`config.mk`:
```
export PLATFORM = sky130hd
export DESIGN_NAME = dual_pattern_trigger_sequencer_top
export DESIGN_NICKNAME = d
export VERILOG_FILES = /design/src/hdl/dpts_pkg.sv /design/src/hdl/dpts_edge.sv /design/src/hdl/dpts_core.sv /design/src/hdl/dual_pattern_trigger_sequencer_top.sv
export SDC_FILE = /design/constraint.sdc
export NUM_CORES = 1
export LEC_CHECK = 0
export BUFFER_PORTS_ARGS = -buffer_cell sky130_fd_sc_hd__buf_4
export CAP_MARGIN = 30
export CORE_UTILIZATION = 51
export DETAILED_ROUTE_END_ITERATION = 7
export PLACE_DENSITY = 0.68
export SLEW_MARGIN = 0
export SYNTH_ARGS = -nofsm -noshare
export SYNTH_HDL_FRONTEND = slang
export SYNTH_SLANG_ARGS = --single-unit
```
`constraint.sdc`:
```
create_clock -name clk_i -period 4.93 [get_ports clk_i]
set_input_delay 0.2465 -clock clk_i [delete_from_list [all_inputs] [get_ports clk_i]]
set_output_delay 0.2465 -clock clk_i [all_outputs]
set_load 0.05 [all_outputs]
```
`src/hdl/dpts_pkg.sv`:
```
// Shared constants, types and helper functions of the dual-pattern trigger sequencer.
package dpts_pkg;

  localparam int Steps      = 8;
  localparam int TimerWidth = 16;
  localparam int StepW      = $clog2(Steps + 1);
  localparam int CfgIdxW    = 2;
  localparam int CfgDataW   = 16;
  localparam int PatW       = 8;

  localparam logic [1:0] ModeClock = 2'd0;
  localparam logic [1:0] ModeGate  = 2'd1;
  localparam logic [1:0] ModeTrig  = 2'd2;

  localparam logic [CfgIdxW-1:0] CfgOutputMode  = 2'd0;
  localparam logic [CfgIdxW-1:0] CfgEdgeWindow  = 2'd1;
  localparam logic [CfgIdxW-1:0] CfgTriggerLen  = 2'd2;

  typedef struct packed {
    logic edge_hit;
    logic rst_rise;
  } edge_info_t;

  // Loads a 16-bit register value into a timer, saturating at its maximum.
  function automatic logic [TimerWidth-1:0] timer_load(input logic [CfgDataW-1:0] v);
    logic [CfgDataW-1:0] upper;
    upper = v >> TimerWidth;
    if (TimerWidth >= CfgDataW) begin
      return TimerWidth'(v);
    end else if (upper != '0) begin
      return '1;
    end else begin
      return TimerWidth'(v);
    end
  endfunction

  // Step n tests pattern bit (Steps - n); step zero and bits past the pattern give 0.
  function automatic logic step_bit(input logic [PatW-1:0] pattern,
                                    input logic [StepW-1:0] step);
    logic res;
    int   idx;
    res = 1'b0;
    idx = Steps - int'(step);
    if (step != '0 && int'(step) <= Steps) begin
      for (int i = 0; i < PatW; i++) begin
        if (idx == i) begin
          res = pattern[i];
        end
      end
    end
    return res;
  endfunction

endpackage

```
`src/hdl/dpts_edge.sv`:
```
// Edge detection of the clock, reset and run levels, with the edge window timer.
module dpts_edge import dpts_pkg::*; (
  input  logic                  clk_i,
  input  logic                  rst_ni,
  input  logic                  fire_i,
  input  logic                  clock_level_i,
  input  logic                  reset_level_i,
  input  logic                  run_level_i,
  input  logic [CfgDataW-1:0]   edge_window_ticks_i,
  output edge_info_t            edge_o
);

  logic                  prev_clock_q, prev_reset_q, prev_run_q;
  logic [TimerWidth-1:0] window_q, window_d;
  logic                  clk_rise, rst_rise, run_rise, edge_hit;

  assign clk_rise = clock_level_i & ~prev_clock_q;
  assign rst_rise = reset_level_i & ~prev_reset_q;
  assign run_rise = run_level_i & ~prev_run_q;

  always_comb begin
    window_d = window_q;
    edge_hit = clk_rise;
    if (clk_rise) begin
      window_d = timer_load(edge_window_ticks_i);
    end else if (window_q != '0) begin
      window_d = window_q - 1'b1;
      edge_hit = run_rise | rst_rise;
    end
  end

  assign edge_o.edge_hit = edge_hit;
  assign edge_o.rst_rise = rst_rise;

  always_ff @(posedge clk_i or negedge rst_ni) begin
    if (!rst_ni) begin
      prev_clock_q <= 1'b0;
      prev_reset_q <= 1'b0;
      prev_run_q   <= 1'b0;
      window_q     <= '0;
    end else if (fire_i) begin
      prev_clock_q <= clock_level_i;
      prev_reset_q <= reset_level_i;
      prev_run_q   <= run_level_i;
      window_q     <= window_d;
    end
  end

endmodule

```
`src/hdl/dpts_core.sv`:
```
// Step counter, pattern chaining and latching, and the output pulse logic.
module dpts_core import dpts_pkg::*; (
  input  logic                  clk_i,
  input  logic                  rst_ni,
  input  logic                  fire_i,
  input  edge_info_t            edge_i,
  input  logic                  clock_level_i,
  input  logic                  run_level_i,
  input  logic [PatW-1:0]       pattern_a_i,
  input  logic [PatW-1:0]       pattern_b_i,
  input  logic [1:0]            output_mode_i,
  input  logic [CfgDataW-1:0]   trigger_ticks_i,
  output logic                  trig_o,
  output logic [StepW-1:0]      step_count_o,
  output logic                  on_pattern_b_o,
  output logic [PatW-1:0]       latched_a_o,
  output logic [PatW-1:0]       latched_b_o
);

  logic [StepW-1:0]      step_q, step_d;
  logic                  second_q, second_d;
  logic                  active_q, active_d;
  logic [TimerWidth-1:0] pulse_q, pulse_d;
  logic [PatW-1:0]       sel_q, sel_d, held_a_q, held_a_d, held_b_q, held_b_d;
  logic                  bit_set, trig;

  always_comb begin
    step_d   = step_q;
    second_d = second_q;
    active_d = active_q & run_level_i;
    if (edge_i.rst_rise) begin
      step_d   = '0;
      second_d = 1'b0;
    end else if (edge_i.edge_hit && run_level_i) begin
      active_d = 1'b1;
      if (step_q == StepW'(Steps)) begin
        step_d   = StepW'(1);
        second_d = ~second_q;
      end else begin
        step_d = step_q + 1'b1;
      end
    end

    held_a_d = held_a_q;
    held_b_d = held_b_q;
    sel_d    = sel_q;
    if (edge_i.edge_hit) begin
      held_a_d = pattern_a_i;
      held_b_d = pattern_b_i;
      sel_d    = second_d ? pattern_b_i : pattern_a_i;
    end

    bit_set = step_bit(sel_d, step_d);
    pulse_d = pulse_q;
    trig    = 1'b0;
    case (output_mode_i)
      ModeClock: trig = active_d & clock_level_i & bit_set;
      ModeGate:  trig = active_d & bit_set;
      ModeTrig: begin
        if (active_d && edge_i.edge_hit && bit_set) begin
          pulse_d = timer_load(trigger_ticks_i);
          trig    = 1'b1;
        end else if (pulse_q != '0) begin
          pulse_d = pulse_q - 1'b1;
          trig    = 1'b1;
        end
      end
      default: trig = 1'b0;
    endcase
  end

  assign trig_o         = trig;
  assign step_count_o   = step_d;
  assign on_pattern_b_o = second_d;
  assign latched_a_o    = held_a_d;
  assign latched_b_o    = held_b_d;

  always_ff @(posedge clk_i or negedge rst_ni) begin
    if (!rst_ni) begin
      step_q   <= '0;
      second_q <= 1'b0;
      active_q <= 1'b0;
      pulse_q  <= '0;
      sel_q    <= '0;
      held_a_q <= '0;
      held_b_q <= '0;
    end else if (fire_i) begin
      step_q   <= step_d;
      second_q <= second_d;
      active_q <= active_d;
      pulse_q  <= pulse_d;
      sel_q    <= sel_d;
      held_a_q <= held_a_d;
      held_b_q <= held_b_d;
    end
  end

endmodule

```
`src/hdl/dual_pattern_trigger_sequencer_top.sv`:
```
// Top level of the dual-pattern trigger sequencer: channels, registers and stages.
//
//   Channel  Direction  Handshake               Contents
//   in       input      in_valid_i / in_stall_o   one sample tick: levels and patterns
//   out      output     out_valid_o / out_stall_i one result item per tick
//   cfg      input      cfg_valid_i / cfg_ready_o register index and write data
//
// Each item is taken into an input register, worked on by the edge and step logic
// combinationally, and lands in the result register; one item per cycle without
// output stalls. The edge and step state advance only when the item in the
// input register moves into the result register. Reset clears all sequencer state,
// both valid flags and restores the registers to their defaults. A stall on the
// output holds the result register and, once the input register is full, the input.
module dual_pattern_trigger_sequencer_top import dpts_pkg::*; (
  input  logic                clk_i,
  input  logic                rst_ni,
  input  logic                in_valid_i,
  output logic                in_stall_o,
  input  logic                clock_level_i,
  input  logic                reset_level_i,
  input  logic                run_level_i,
  input  logic [PatW-1:0]     pattern_a_i,
  input  logic [PatW-1:0]     pattern_b_i,
  output logic                out_valid_o,
  input  logic                out_stall_i,
  output logic                trig_out_o,
  output logic [3:0]          step_index_o,
  output logic                on_pattern_b_o,
  output logic                clock_edge_seen_o,
  output logic [PatW-1:0]     latched_a_o,
  output logic [PatW-1:0]     latched_b_o,
  input  logic                cfg_valid_i,
  output logic                cfg_ready_o,
  input  logic [CfgIdxW-1:0]  cfg_index_i,
  input  logic [CfgDataW-1:0] cfg_data_i
);

  // Configuration registers; an index outside the list is accepted and dropped.
  logic [1:0]          output_mode_q;
  logic [CfgDataW-1:0] edge_window_q, trigger_ticks_q;

  assign cfg_ready_o = 1'b1;

  always_ff @(posedge clk_i or negedge rst_ni) begin
    if (!rst_ni) begin
      output_mode_q   <= ModeClock;
      edge_window_q   <= CfgDataW'(5);
      trigger_ticks_q <= CfgDataW'(48);
    end else if (cfg_valid_i && cfg_ready_o) begin
      case (cfg_index_i)
        CfgOutputMode: output_mode_q   <= cfg_data_i[1:0];
        CfgEdgeWindow: edge_window_q   <= cfg_data_i;
        CfgTriggerLen: trigger_ticks_q <= cfg_data_i;
        default: ;
      endcase
    end
  end

  // Input register. The held item moves on whenever the result register is free
  // or being emptied, so a new item may enter in the same cycle.
  logic            in_valid_q;
  logic            clock_q, reset_q, run_q;
  logic [PatW-1:0] pat_a_q, pat_b_q;
  logic            out_valid_q, fire, out_free;

  assign out_free   = ~out_valid_q | ~out_stall_i;
  assign fire       = in_valid_q & out_free;
  assign in_stall_o = in_valid_q & ~out_free;

  always_ff @(posedge clk_i or negedge rst_ni) begin
    if (!rst_ni) begin
      in_valid_q <= 1'b0;
    end else if (!in_stall_o) begin
      in_valid_q <= in_valid_i;
    end
  end

  always_ff @(posedge clk_i) begin
    if (in_valid_i && !in_stall_o) begin
      clock_q <= clock_level_i;
      reset_q <= reset_level_i;
      run_q   <= run_level_i;
      pat_a_q <= pattern_a_i;
      pat_b_q <= pattern_b_i;
    end
  end

  // Sequencer logic.
  edge_info_t       edge_info;
  logic             trig;
  logic [StepW-1:0] step_count;
  logic             on_b;
  logic [PatW-1:0]  held_a, held_b;

  dpts_edge u_edge (
    .clk_i               (clk_i),
    .rst_ni              (rst_ni),
    .fire_i              (fire),
    .clock_level_i       (clock_q),
    .reset_level_i       (reset_q),
    .run_level_i         (run_q),
    .edge_window_ticks_i (edge_window_q),
    .edge_o              (edge_info)
  );

  dpts_core u_core (
    .clk_i           (clk_i),
    .rst_ni          (rst_ni),
    .fire_i          (fire),
    .edge_i          (edge_info),
    .clock_level_i   (clock_q),
    .run_level_i     (run_q),
    .pattern_a_i     (pat_a_q),
    .pattern_b_i     (pat_b_q),
    .output_mode_i   (output_mode_q),
    .trigger_ticks_i (trigger_ticks_q),
    .trig_o          (trig),
    .step_count_o    (step_count),
    .on_pattern_b_o  (on_b),
    .latched_a_o     (held_a),
    .latched_b_o     (held_b)
  );

  // Result register.
  logic            trig_q, on_b_q, edge_seen_q;
  logic [3:0]      step_index_q;
  logic [PatW-1:0] lat_a_q, lat_b_q;

  always_ff @(posedge clk_i or negedge rst_ni) begin
    if (!rst_ni) begin
      out_valid_q <= 1'b0;
    end else if (out_free) begin
      out_valid_q <= in_valid_q;
    end
  end

  always_ff @(posedge clk_i) begin
    if (fire) begin
      trig_q       <= trig;
      step_index_q <= 4'(step_count);
      on_b_q       <= on_b;
      edge_seen_q  <= edge_info.edge_hit;
      lat_a_q      <= held_a;
      lat_b_q      <= held_b;
    end
  end

  assign out_valid_o       = out_valid_q;
  assign trig_out_o        = trig_q;
  assign step_index_o      = step_index_q;
  assign on_pattern_b_o    = on_b_q;
  assign clock_edge_seen_o = edge_seen_q;
  assign latched_a_o       = lat_a_q;
  assign latched_b_o       = lat_b_q;

endmodule
```
* Yosys cells after proc, flatten, opt, wreduce, memory -nomap -nowiden *
Cells that the tools add are included.
W data, S select, Z words.

word-level totals
  register bits after elaboration = 143
  output and inout port bits = 26

cells by class
  add/subtract/negate cells = 4
  order comparisons = 1
  equality and inequality tests = 12
  multiplexer cells = 30
  bitwise gates (word level) = 18
  reductions and logical operators = 19

operator list
  operator                 count
  $eq A32 B4 Y1 const B    4
  $eq A32 B3 Y1 const B    2
  $mux W16                 4
  $eq A32 B2 Y1 const B    1
  $logic_not A32 Y1        1
  $mux W8                  4
  $reduce_bool A16 Y1      2
  $sub A16 B1 Y16 const B  2
  $mux W1                  18
  $mux W4                  3
  $and A1 B1 Y1            9
  $reduce_and A2 Y1        4
  $not A1 Y1               7
  $logic_and A1 B1 Y1      5
  $sub A4 B4 Y5 const A    1
  $add A4 B1 Y4 const B    1
  $eq A2 B1 Y1 const B     2
  $eq A2 B2 Y1 const B     2
  $eq A4 B4 Y1 const B     1
  $le A4 B4 Y1 const B     1
  $logic_not A2 Y1         2
  $reduce_bool A2 Y1       2
  $reduce_bool A4 Y1       1
  $pmux W1 S3              1
  3 further kinds          4

* Longest topological paths before layout *
  depth in word-level cells = 22
  depth in mapped cells = 18

* Hierarchy *
A second synthesis with hierarchy kept.

second synthesis, totals
  cells, all modules = 590
  area, all modules = 7138.1 µm²

by module, submodules not included
  module                              times used  cells each  area an instance (µm²)
  dpts_core                           1           325         3139.3
  dual_pattern_trigger_sequencer_top  1           125         2742.6
  dpts_edge                           1           140         1256.2

* Least setup slack after synthesis *
No wires, ideal clock.

  kind = register to register
  start point = reg u_edge.window_q[0]
  end point = reg u_core.pulse_q[2]
  library setup time = 124 ps
  arrival time = 3521 ps
  setup slack = 1286 ps
  stages on the path, launching flop included = 18
  path buffers = 3
  path through = dfrtp_1 -> inv_1 -> ha_1 -> or3b_1 -> and4b_2 -> buf_2 -> nand2_1 -> nand2_1 -> inv_2 -> clkbuf_1 -> a211o_1 -> a21o_1 -> a211oi_2 -> o31ai_4 -> or2_1 -> buf_6 -> and2_1 -> a211o_1

on the way
  word-level cells in the longest chain between the ends = 20

ends and longest elaborated chain
  element                                              RTL line                         RTL
  from (decl)                                          dpts_edge.sv:14                  logic [TimerWidth-1:0] window_q, window_d;
  from (signal assigned)                               dpts_edge.sv:45                  window_q <= window_d;
  $reduce_bool A16 Y1 *                                dpts_edge.sv:26                  end else if (window_q != '0) begin
  $mux W1 *                                            dpts_edge.sv:26
  $mux W1 *                                            dpts_edge.sv:24                  if (clk_rise) begin
  $logic_and A1 B1 Y1                                  dpts_core.sv:34                  end else if (edge_i.edge_hit && run_level_i) begin
  $mux W4 / $mux W1 (equally long branches)            dpts_core.sv:34
  $mux W4 / $mux W1 (equally long branches)            dpts_core.sv:31                  if (edge_i.rst_rise) begin
  $sub A4 B4 Y5 / $mux W8 (equally long branches)      dpts_pkg.sv:43, dpts_core.sv:50
  $logic_not A32 Y1 / $mux W8 (equally long branches)  dpts_pkg.sv:46, dpts_core.sv:47
  $mux W1 (8 in a row)                                 dpts_pkg.sv:46                   if (idx == i) begin
  $mux W1                                              dpts_pkg.sv:44                   if (step != '0 && int'(step) <= Steps) begin
  $logic_and A1 B1 Y1 *                                dpts_core.sv:60                  if (active_d && edge_i.edge_hit && bit_set) begin
  $reduce_bool A2 Y1 (no source line)                  --
  $reduce_and A3 Y1 (no source line)                   --
  to (signal assigned)                                 dpts_core.sv:91                  pulse_q <= pulse_d;
  to (decl)                                            dpts_core.sv:23                  logic [TimerWidth-1:0] pulse_q, pulse_d;

Every way passes the cells marked *; elsewhere a longest branch is shown, timed or not.
A chain may end at the register's enable or synchronous reset.

* Worst setup path after layout *
  start point = reg u_edge.window_q[0]
  end point = reg u_core.pulse_q[6]

on the way
  word-level cells in the longest chain between the ends = 20

ends and longest elaborated chain
  element                              RTL line                                  RTL
  $reduce_bool A16 Y1 *                dpts_edge.sv:26
  $mux W1 *                            dpts_edge.sv:26
  $mux W1 *                            dpts_edge.sv:24
  $logic_and A1 B1 Y1 *                dpts_core.sv:34
  $mux W1 *                            dpts_core.sv:34
  $mux W1 *                            dpts_core.sv:31
  via on_b                             dual_pattern_trigger_sequencer_top.sv:92  logic on_b;
  $mux W8 *                            dpts_core.sv:50                           sel_d = second_d ? pattern_b_i : pattern_a_i;
  $mux W8 *                            dpts_core.sv:47                           if (edge_i.edge_hit) begin
  $mux W1 (7 in a row)                 dpts_pkg.sv:46
  $mux W1 *                            dpts_pkg.sv:46
  $mux W1 *                            dpts_pkg.sv:44
  $logic_and A1 B1 Y1 *                dpts_core.sv:60
  $reduce_bool A2 Y1 (no source line)  --
  $reduce_and A3 Y1 (no source line)   --

The timed path passes the listed nets; every way through them passes the cells marked *.

==> flow_results.xml <==
<?xml version="1.0" encoding="UTF-8"?>
<metrics>
  <group name="clock_tree">
    <metric name="cts_num_sinks" unit="">143</metric>
    <metric name="clock_path_buffers" unit="">2</metric>
    <metric name="htree_num_levels" unit="">4</metric>
    <metric name="path_clk_slew" unit="ns">0.06</metric>
    <metric name="cts.root.buffer_cell" unit="">clkbuf_16</metric>
    <metric name="cts_buffers" unit="">17</metric>
    <metric name="cts_post_setup_buffers_inserted" unit="">0</metric>
    <metric name="cts.repair.resized" unit="">0</metric>
    <metric name="clock_insertion_delay_worst_skew" unit="ns">0.42</metric>
    <metric name="hold_buffers" unit="">17</metric>
    <metric name="tritoncts" unit="">yes</metric>
  </group>
  <group name="setup_path">
    <metric name="start_kind" unit="">register</metric>
    <metric name="critical_path_required" unit="ns">5.24</metric>
    <metric name="worstPathArrival" unit="ns">4.86</metric>
    <metric name="crit-reg2reg-launch" unit="">u_edge.window_q[0]</metric>
    <metric name="worst_setup_path_end_kind" unit="">register</metric>
    <metric name="critPathLaunch" unit="">u_edge.window_q[0]</metric>
    <metric name="worstSetupPathType" unit="">register to register</metric>
    <metric name="crit_fanout" unit="">23</metric>
  </group>
  <group name="sta">
    <metric name="maxClockFrequency" unit="MHz">220</metric>
    <metric name="drv_slew" unit="">0</metric>
    <metric name="timing.slew.headroom" unit="%">37.8</metric>
    <metric name="totalNegativeSetupSlack" unit="ns">0</metric>
    <metric name="fin_hold_ws" unit="ns">0.0235</metric>
    <metric name="worst-slew-pin-transition" unit="ns">0.931</metric>
    <metric name="report.final.hold_viol_count" unit="">0</metric>
    <metric name="rsz0062_at_grt" unit="">false</metric>
    <metric name="finalSetupViolations" unit="">0</metric>
    <metric name="fin_crit_sh" unit="%">92.4</metric>
    <metric name="fin_skew" unit="ns">0.0109</metric>
    <metric name="post-route-min-period" unit="ns">4.55</metric>
  </group>
  <group name="grt">
    <metric name="globalRouteTotalUtil" unit="%">24.6</metric>
    <metric name="grt_antenna_before_repair" unit="">0</metric>
    <metric name="grt_pass1_vias" unit="">5290</metric>
    <metric name="grt_pass1_wl" unit="mm">26.3</metric>
    <metric name="gr-total-overflow" unit="">0</metric>
    <metric name="grt_start_max_net_pins" unit="">61</metric>
  </group>
  <group name="yosys">
    <metric name="synthFlopType" unit="">dfrtp_1</metric>
    <metric name="ys.warnings.count" unit="">0</metric>
    <metric name="post_synth_inst_count" unit="">636</metric>
    <metric name="synth-seq-cells" unit="">143</metric>
    <metric name="yosysSeqAreaShare" unit="%">55.1</metric>
    <metric name="asyncSetResetFlopFracSynth" unit="%">70.6</metric>
    <metric name="number_of_nets_in_the_synthesized_netlist" unit="">682</metric>
    <metric name="synth_area" unit="mm^2">0.00689</metric>
    <metric name="synth_edf_count" unit="">42</metric>
    <metric name="synthesis.area_per_instance" unit="um^2">10.8</metric>
    <metric name="synth_cell_type_count" unit="">77</metric>
  </group>
  <group name="flow_run">
    <metric name="count_of_max_cap_constraint_violations" unit="">0</metric>
  </group>
  <group name="floorplanning">
    <metric name="fp-row-count" unit="">42</metric>
    <metric name="start_util" unit="%">52.2</metric>
    <metric name="chipHeight" unit="um">118</metric>
    <metric name="die_width" unit="um">118</metric>
    <metric name="top_level_ports" unit="">68</metric>
    <metric name="die_area" unit="mm^2">0.0140</metric>
    <metric name="core" unit="mm^2">0.0132</metric>
  </group>
  <group name="placement">
    <metric name="io_buffer_count" unit="">66</metric>
    <metric name="global_placer_s_final_weighted_congestion" unit="">0.912</metric>
    <metric name="detailed_place_hpwl" unit="mm">10.8</metric>
    <metric name="dpl-instance-area" unit="mm^2">0.00751</metric>
  </group>
  <group name="power_and_ir_drop">
    <metric name="switching_share" unit="%">31.7</metric>
    <metric name="vdd_ir_drop_max" unit="mV">0.358</metric>
    <metric name="p_switching" unit="mW">1.24</metric>
    <metric name="p_per_area" unit="mW/mm^2">470</metric>
    <metric name="clock_power_share" unit="%">31.8</metric>
    <metric name="p_seq_share" unit="%">44.4</metric>
    <metric name="cellLeakagePower" unit="nW">3.53</metric>
    <metric name="internal_power" unit="mW">2.67</metric>
    <metric name="comb_power_share" unit="%">23.8</metric>
  </group>
  <group name="run_status">
    <metric name="run_status" unit="">finished clean</metric>
  </group>
  <group name="route">
    <metric name="detailedRoute.firstIterationViolations" unit="">353</metric>
    <metric name="routed-via-count" unit="">5248</metric>
    <metric name="drcViolationCount" unit="">0</metric>
    <metric name="finalWirelength" unit="mm">16.0</metric>
    <metric name="antenna_violation_net_count_after_detailed_routing" unit="">0</metric>
    <metric name="wire_per_inst" unit="um">17.6</metric>
    <metric name="via_per_inst" unit="">5.79</metric>
    <metric name="first_pass_iteration_count_of_the_detailed_router" unit="">6</metric>
  </group>
  <group name="layout">
    <metric name="seqCellArea" unit="mm^2">0.00379</metric>
    <metric name="post_route_cells_drive_above_1_share" unit="%">25.0</metric>
    <metric name="diodes" unit="">0</metric>
    <metric name="multiInputGateArea" unit="mm^2">0.00287</metric>
    <metric name="utilization" unit="%">63.0</metric>
    <metric name="filler_cell_count" unit="">1022</metric>
    <metric name="areaGrowthSynthToFinish" unit="%">20.8</metric>
    <metric name="final_net_count" unit="">764</metric>
    <metric name="final_cell_area" unit="mm^2">0.00832</metric>
  </group>
  <group name="worst_hold_path">
    <metric name="min_path_type" unit="">primary input to register</metric>
    <metric name="hold_path_startpoint" unit="">in_valid_i</metric>
  </group>
</metrics>
[cells by family after synthesis]
family                   synth area share, %
AO/OA/AOI/OAI                           15.1
adder cells (fa/ha/maj)                0.727
buffers and inverters                   3.20
flip-flops                              55.1
multiplexers                            10.7
other                                 0.0545
AND/OR/NAND/NOR                         15.2
[registers in the layout, indices dropped and copies added, names as in the netlist, 8 cells and up]
signal	count
u_core.pulse_q	16
latched_b_o	8
u_edge.window_q	16
pat_b_q	8
trigger_ticks_q	16
u_core.held_b_q	8
edge_window_q	16
u_core.held_a_q	8
u_core.sel_q	8
latched_a_o	8
pat_a_q	8
[layout make-up]
class	count	area share (%)
inverters	21	0.948
clock buffers	20	5.49
flip-flops and latches	143	45.6
repair buffers	94	9.33
well taps	176	2.65
clock inverters	12	1.40
multi-input cells	441	34.6
[power by group through the flow]
stage	Combinational [mW]	Clock (mW)	Sequential [mW]
after floorplan	0.602	0	1.78
after global placement	0.878	0	1.73
after detailed placement	0.908	0	1.75
after CTS	0.928	1.26	1.73
after global routing	1.04	1.31	1.77
final	0.931	1.24	1.73
[worst max-delay path: stages (launching register included)]
cell and delay [ns]:
dfrtp_1 0.40, inv_1 0.07, ha_1 0.17, or3b_1 0.42, and4b_2 0.48, a32oi_4 0.18
a21oi_4 0.38, mux2i_1 0.16, a2111o_1 0.44, a211oi_2 0.29, o31ai_4 0.14, nor2_2 0.74
nand2_1 0.23, a211o_1 0.31
[metrics by stage]
| step | worst slack (ns) | power (mW) | instances |
|---|---|---|---|
| 6_report | 0.375 | 3.91 | 907 |
| 5_1_grt | 0.0975 | 4.12 | 907 |
| 4_1_cts | 0.415 | 3.92 | 903 |
| 3_5_place_dp | 0.453 | 2.66 | 854 |
| 3_3_place_gp | 0.651 | 2.61 | 853 |
| 2_1_floorplan | 1.29 | 2.38 | 636 |
[worst paths after layout]
check / to / slack (ns) / depth (start not counted)
setup / recovery: u_core.pulse_q[6] / 0.38 / 13
hold / removal: in_valid_q / 0.02 / 2
setup reg to reg: u_core.pulse_q[6] / 0.38 / 13
hold reg to reg: u_edge.window_q[10] / 0.49 / 2
max in group asynchronous: u_edge.window_q[11] / 3.39 / 3
min in group asynchronous: u_core.pulse_q[5] / 0.35 / 2
[cell usage in the layout (no fill, tap or decap), drive strengths merged, types with 3 or more instances in the layout]
cell type,synthesis,layout
nand2,104,104
dfrtp,97,97
buf,10,74
mux2,55,55
nor2,44,44
edfxtp,42,42
o21ai,41,41
a21oi,35,35
inv,21,22
dlygate4sd3,0,20
clkbuf,21,20
nor3,17,17
mux2i,11,11
nand3,10,10
nand2b,9,9
a22oi,8,8
and2,7,7
o22ai,7,7
clkinv,0,7
a211oi,6,6
a211o,5,5
nor4,5,5
nand3b,4,4
and3,4,4
ha,4,4
dfstp,4,4
nor2b,4,4
or3,3,3
a31oi,3,3
a21o,3,3
a2bb2oi,3,3
o32ai,3,3
a311o,3,3
a31o,3,3
or2,3,3
a2111oi,3,3
[cells in the mapped netlist, types with 3 or more instances]
cell,n,share of area [%]
a2bb2oi_1,3,0.38
a311o_1,3,0.44
and3_1,4,0.36
nor2_1,42,2.3
o21ai_0,37,2.7
nor4_1,5,0.45
mux2i_1,10,1.5
o32ai_1,3,0.38
nand2b_1,9,0.82
nand2_1,104,5.7
a21oi_1,33,2.4
clkbuf_1,21,1.1
ha_1,4,0.73
buf_2,5,0.36
o21ai_1,4,0.29
nand3_1,10,0.73
nor2b_1,4,0.36
or3_1,3,0.27
a22oi_1,8,0.87
a211o_1,5,0.64
and2_1,7,0.64
a31oi_1,3,0.27
inv_2,3,0.16
nand3b_1,4,0.44
nor3_1,16,1.2
dfrtp_1,97,35
mux2_2,54,8.8
o22ai_1,7,0.64
edfxtp_1,42,18
inv_1,18,0.98
dfstp_2,4,1.5
a21o_1,3,0.33
a211oi_1,4,0.44
[layer usage]
| metal | part of all wire (%) | global-route usage, % | vias to the layer above |
|---|---|---|---|
| met1 | 41 | 30.2 | 2598 |
| li1 | - | - | 2481 |
| met4 | 2.3 | 10.3 | 0 |
| met3 | 4.6 | 6.03 | 26 |
| met5 | 0 | 0 | - |
| met2 | 52 | 41.4 | 143 |
Power figures use the tool's default switching activity.
